**src/design/mbet_pkg.sv**
```systemverilog
`default_nettype none

package mbet_pkg;

    localparam int COORD_W = 12;
    localparam int CFG_W   = 32;
    localparam int ITER_W  = 16;
    localparam int COLOR_W = 24;
    localparam int CIDX_W  = 3;
    // c = min + col*step: 13-bit signed times 32-bit signed, plus 32-bit
    localparam int C_W     = CFG_W + COORD_W + 2;

    localparam logic [CIDX_W-1:0] REG_X_MIN    = 3'd0;
    localparam logic [CIDX_W-1:0] REG_Y_MIN    = 3'd1;
    localparam logic [CIDX_W-1:0] REG_X_STEP   = 3'd2;
    localparam logic [CIDX_W-1:0] REG_Y_STEP   = 3'd3;
    localparam logic [CIDX_W-1:0] REG_MAX_ITER = 3'd4;

    localparam logic [CFG_W-1:0]  RST_X_MIN    = 32'hE000_0000;
    localparam logic [CFG_W-1:0]  RST_Y_MIN    = 32'hE000_0000;
    localparam logic [CFG_W-1:0]  RST_X_STEP   = 32'd1073742;
    localparam logic [CFG_W-1:0]  RST_Y_STEP   = 32'd1073742;
    localparam logic [ITER_W-1:0] RST_MAX_ITER = 16'd1000;

    typedef struct packed {
        logic signed [CFG_W-1:0] x_min;
        logic signed [CFG_W-1:0] y_min;
        logic signed [CFG_W-1:0] x_step;
        logic signed [CFG_W-1:0] y_step;
        logic [ITER_W-1:0]       max_iter;
    } cfg_t;

    typedef struct packed {
        logic              done;
        logic [ITER_W-1:0] count;
    } iter_stat_t;

    typedef struct packed {
        logic               done;
        logic [COLOR_W-1:0] quot;
    } div_stat_t;

endpackage

`default_nettype wire

```
**src/design/mbet_div.sv**
```systemverilog
`default_nettype none

// Restoring divider: floor((2^24 - 1) * n / den), one quotient bit per cycle.
module mbet_div (
    input  wire logic                       clk,
    input  wire logic                       rst_n,
    input  wire logic                       start,
    input  wire logic [mbet_pkg::ITER_W-1:0] n,
    input  wire logic [mbet_pkg::ITER_W-1:0] den,
    output mbet_pkg::div_stat_t             stat
);

    localparam int DW  = mbet_pkg::ITER_W;
    localparam int QW  = mbet_pkg::COLOR_W;
    localparam int NW  = DW + QW;
    localparam int CNT_W = $clog2(QW);

    logic [NW-1:0]    num;
    logic [DW-1:0]    rem_reg;
    logic [DW-1:0]    rem_next;
    logic [QW-1:0]    q_reg;
    logic [DW-1:0]    den_reg;
    logic [CNT_W-1:0] cnt_reg;
    logic             busy_reg;
    logic             done_reg;
    logic [DW:0]      rem_sh;
    logic [DW:0]      diff;
    logic             ge;

    // n * (2^24 - 1) without a multiplier
    assign num = {n, {QW{1'b0}}} - {{QW{1'b0}}, n};

    always_comb
    begin
        rem_sh   = {rem_reg, q_reg[QW-1]};
        ge       = rem_sh >= {1'b0, den_reg};
        diff     = rem_sh - {1'b0, den_reg};
        rem_next = ge ? diff[DW-1:0] : rem_sh[DW-1:0];
    end

    always_ff @(posedge clk or negedge rst_n)
    begin
        if (!rst_n)
        begin
            busy_reg <= 1'b0;
            done_reg <= 1'b0;
            cnt_reg  <= '0;
        end
        else
        begin
            done_reg <= 1'b0;
            if (start)
            begin
                cnt_reg <= '0;
                if (den == '0)
                    done_reg <= 1'b1;
                else
                    busy_reg <= 1'b1;
            end
            else if (busy_reg)
            begin
                cnt_reg <= cnt_reg + 1'b1;
                if (cnt_reg == CNT_W'(QW - 1))
                begin
                    busy_reg <= 1'b0;
                    done_reg <= 1'b1;
                end
            end
        end
    end

    // Quotient is known to fit in 24 bits, so the top 16 bits seed the remainder.
    always_ff @(posedge clk)
    begin
        if (start)
        begin
            den_reg <= den;
            if (den == '0)
            begin
                rem_reg <= '0;
                q_reg   <= '0;
            end
            else
            begin
                rem_reg <= num[NW-1:QW];
                q_reg   <= num[QW-1:0];
            end
        end
        else if (busy_reg)
        begin
            rem_reg <= rem_next;
            q_reg   <= {q_reg[QW-2:0], ge};
        end
    end

    assign stat.done = done_reg;
    assign stat.quot = q_reg;

endmodule

`default_nettype wire

```
**config.mk**
```make
export PLATFORM = sky130hd
export DESIGN_NAME = mbet_div
export DESIGN_NICKNAME = d
export VERILOG_FILES = /design/src/design/mbet_pkg.sv /design/src/design/mbet_div.sv
export SDC_FILE = /design/constraint.sdc
export NUM_CORES = 1
export LEC_CHECK = 0
export ABC_AREA = 1
export BUFFER_PORTS_ARGS = -buffer_cell sky130_fd_sc_hd__buf_2
export CAP_MARGIN = 10
export CORE_ASPECT_RATIO = 0.7
export CORE_MARGIN = 5
export CORE_UTILIZATION = 40
export DETAILED_ROUTE_END_ITERATION = 10
export GPL_TIMING_DRIVEN = 0
export SLEW_MARGIN = 20
export SYNTH_ARGS = -nofsm -noshare
export SYNTH_HDL_FRONTEND = slang
export SYNTH_SLANG_ARGS = --single-unit
export TNS_END_PERCENT = 1
```
**constraint.sdc**
```tcl
create_clock -name clk -period 2.7 [get_ports clk]
set_input_delay 0.54 -clock clk [delete_from_list [all_inputs] [get_ports clk]]
set_output_delay 0.54 -clock clk [all_outputs]
set_load 0.1 [all_outputs]
```
==> results.json <==
{
  "status": "finished clean",
  "p_clk_frac": 0.243,
  "diodes": 0,
  "ys_async_sr_fraction": 0.1111,
  "insertion_delay_ns": 0.34,
  "yosysWarnings": 0,
  "grtUsageTotal": 0.1934,
  "hp-class": "input pin to async pin",
  "syn-mean-instance-area_um2": 7.457,
  "fin_nets": 726,
  "worstSetupEndpointType": "flop",
  "first_pass_iters": 6,
  "dp_hpwl_mm": 10.06,
  "ctsResizeCount": 0,
  "cts_buffer_depth": 2,
  "root_buffer": "clkbuf_16",
  "gp_congestion": 0.9828,
  "die_x_um": 136.4,
  "power_density_nw_per_um2": 908.4,
  "stdcell_count": 829,
  "dp_cells": 813,
  "area_delta_synth_final_pct": 18.09,
  "htreeDepth": 3,
  "antenna_left": 0,
  "num_vias": 4131,
  "r2r_end": "rem_reg[7]$_DFFE_PP_",
  "fillers": 1137,
  "period_needed_ns": 2.294,
  "grt_max_degree": 29,
  "viasPerCell": 4.983,
  "synth_edf_count": 56,
  "post_drt_wl_per_cell_um": 15.34,
  "start_util": 0.4078,
  "path_max_fanout": 10,
  "required_ns": 2.78,
  "yosysUniqueCellTypes": 40,
  "finalHoldViolCount": 0,
  "antenna_found_initial": 0,
  "finalCritPeriodShare": 0.8496,
  "dominantRegCellSynth": "edfxtp_1",
  "clk_pin_slew_ns": 0.06,
  "grt_overflow": 0,
  "max_cap_viol_count": 0,
  "power_mw": 4.800,
  "netlist_instances": 600,
  "ys_seq_elements": 63,
  "comb_power_share": 0.462,
  "clock.fmax_ghz": 0.4359,
  "cts-buffers-inserted": 9,
  "startpoint": "rem_reg[10]$_DFFE_PP_",
  "worstSetupPathType": "flop to flop",
  "seq_area_frac_synth": 0.4150,
  "rows": 32,
  "core_area_um2": 10970,
  "switching_share": 0.4311,
  "leakagePower_nw": 2.590,
  "dieArea_um2": 13430,
  "rr_worst_depth": 11,
  "largest_reg_flops": 24,
  "worst_pin_slew_ns": 0.5997,
  "drc_errors": 0,
  "crit_path_end": "rem_reg[7]$_DFFE_PP_",
  "clock-sinks": 63,
  "drive_above_1_share": 0.1553,
  "max_slew_margin": 0.6002,
  "drt-initial-drc-count": 366,
  "hold_buffers": 0,
  "die_h_um": 98.49,
  "syn-cell-area_um2": 4474,
  "intPower_mw": 2.731,
  "drt-total-wl_mm": 12.72,
  "skew_ns": 0.007473,
  "rsz0062_at_grt": "false",
  "seq_power_share": 0.295,
  "io_pins": 60,
  "arrival_ns": 2.38,
  "crit_path_start_kind": "flop",
  "setup_violations": 0,
  "grt_pass1_wl_mm": 19.98,
  "ir_drop_mv": 0.4223,
  "r2r_start": "rem_reg[10]$_DFFE_PP_",
  "cts_tree": "yes",
  "power_switching_mw": 2.069,
  "r2r_setup_slack_ns": 0.41,
  "grt_pass1_vias": 3734,
  "cts_setup_buffers": 0,
  "syn_nets": 655,
  "io_buffers": 59,
  "maxSlewViolCount": 0
}
power by group through the flow:
stage	clock [mW]	sequential, mW	combinational [mW]
3_3_place_gp	0	1.43	2.18
3_5_place_dp	0	1.44	2.19
2_1_floorplan	0	1.65	1.48
6_report	1.17	1.42	2.22
4_1_cts	1.19	1.42	2.21
5_1_grt	1.24	1.43	2.46
cell usage after synthesis (all sizes together) (7+ instances only):
cell type,n,share of area
nand4,7,0.0098
nand2,209,0.18
inv,84,0.070
ha,19,0.053
dfrtp,7,0.039
nand3b,16,0.030
nand3,50,0.057
nor3,11,0.013
o21ai,25,0.028
xor2,7,0.014
a21oi,15,0.018
nor2,63,0.061
edfxtp,56,0.38
buf,9,0.012
layer usage:
metal	track usage	part of all wire
met3	0.05459	0.079
met4	0.04338	0.0090
met1	0.3082	0.53
met5	0	0
met2	0.2548	0.38
how the worst min path moves through the flow:
stage	startpoint	to	slack, ns	cells after the start
after global routing	rst_n	cnt_reg[0]$_DFFE_PN0P_	0.02	1
after detailed placement	rst_n	cnt_reg[0]$_DFFE_PN0P_	0.38	1
after floorplan	rst_n	busy_reg$_DFFE_PN0P_	0.24	0
after global placement	rst_n	cnt_reg[1]$_DFFE_PN0P_	0.38	1
after CTS	rst_n	cnt_reg[0]$_DFFE_PN0P_	0.02	1
final	rst_n	cnt_reg[0]$_DFFE_PN0P_	0.03	1
layout by cell type, fill, tap and decap left out, drive strengths merged, types with 7 or more instances in the layout:
master  netlist  layout
inv          84      87
nor3         11      11
nand3b       16      16
xor2          7       7
edfxtp       56      56
dfrtp         7       7
buf           9      69
o21ai        25      25
ha           19      19
nand4         7       7
nor2         63      63
nand2       209     209
nand3        50      50
clkbuf        3      14
a21oi        15      15
metrics by stage:
stage          cell area [µm²]  TNS [ns]  hold slack (ns)    util  setup slack (ns)
2_1_floorplan             4474         0           0.2444       -            0.1812
5_1_grt                   5284         0          0.02235  0.4816            0.2484
4_1_cts                   5284         0          0.01987  0.4816            0.4024
6_report                  5284         0          0.02542  0.4816            0.4061
3_3_place_gp              4961    -12.40           0.3794  0.4522           -0.3059
3_5_place_dp              4984         0           0.3842  0.4543            0.2270
layout make-up:
type,count,area [µm²],area share
plain buffers,12,65.06,0.01231
clock buffers,11,264.0,0.04996
clock inverters,5,36.28,0.006867
inverters,84,315.3,0.05967
multi-input cells,441,2240,0.4239
flip-flops and latches,63,1857,0.3514
well taps,153,191.4,0.03623
repair buffers,60,315.3,0.05967
cells by family after synthesis:
| kind of cell | share of synthesized area |
|---|---|
| flops | 0.4150 |
| fa+ha+maj | 0.05761 |
| xor+xnor | 0.02545 |
| compound gates | 0.05761 |
| buf+inv | 0.08501 |
| simple gates | 0.3593 |
worst max-delay path: stages, from the launching register on:
cell,delay [ns]
edfxtp_1,0.44
ha_1,0.43
nand2_2,0.13
nor2_4,0.15
nand3_1,0.12
nor3_2,0.20
nor2_4,0.10
nand2_4,0.12
buf_6,0.15
nand2_1,0.06
nand3_1,0.09
nand2_1,0.05
Power figures use the tool's default switching activity.
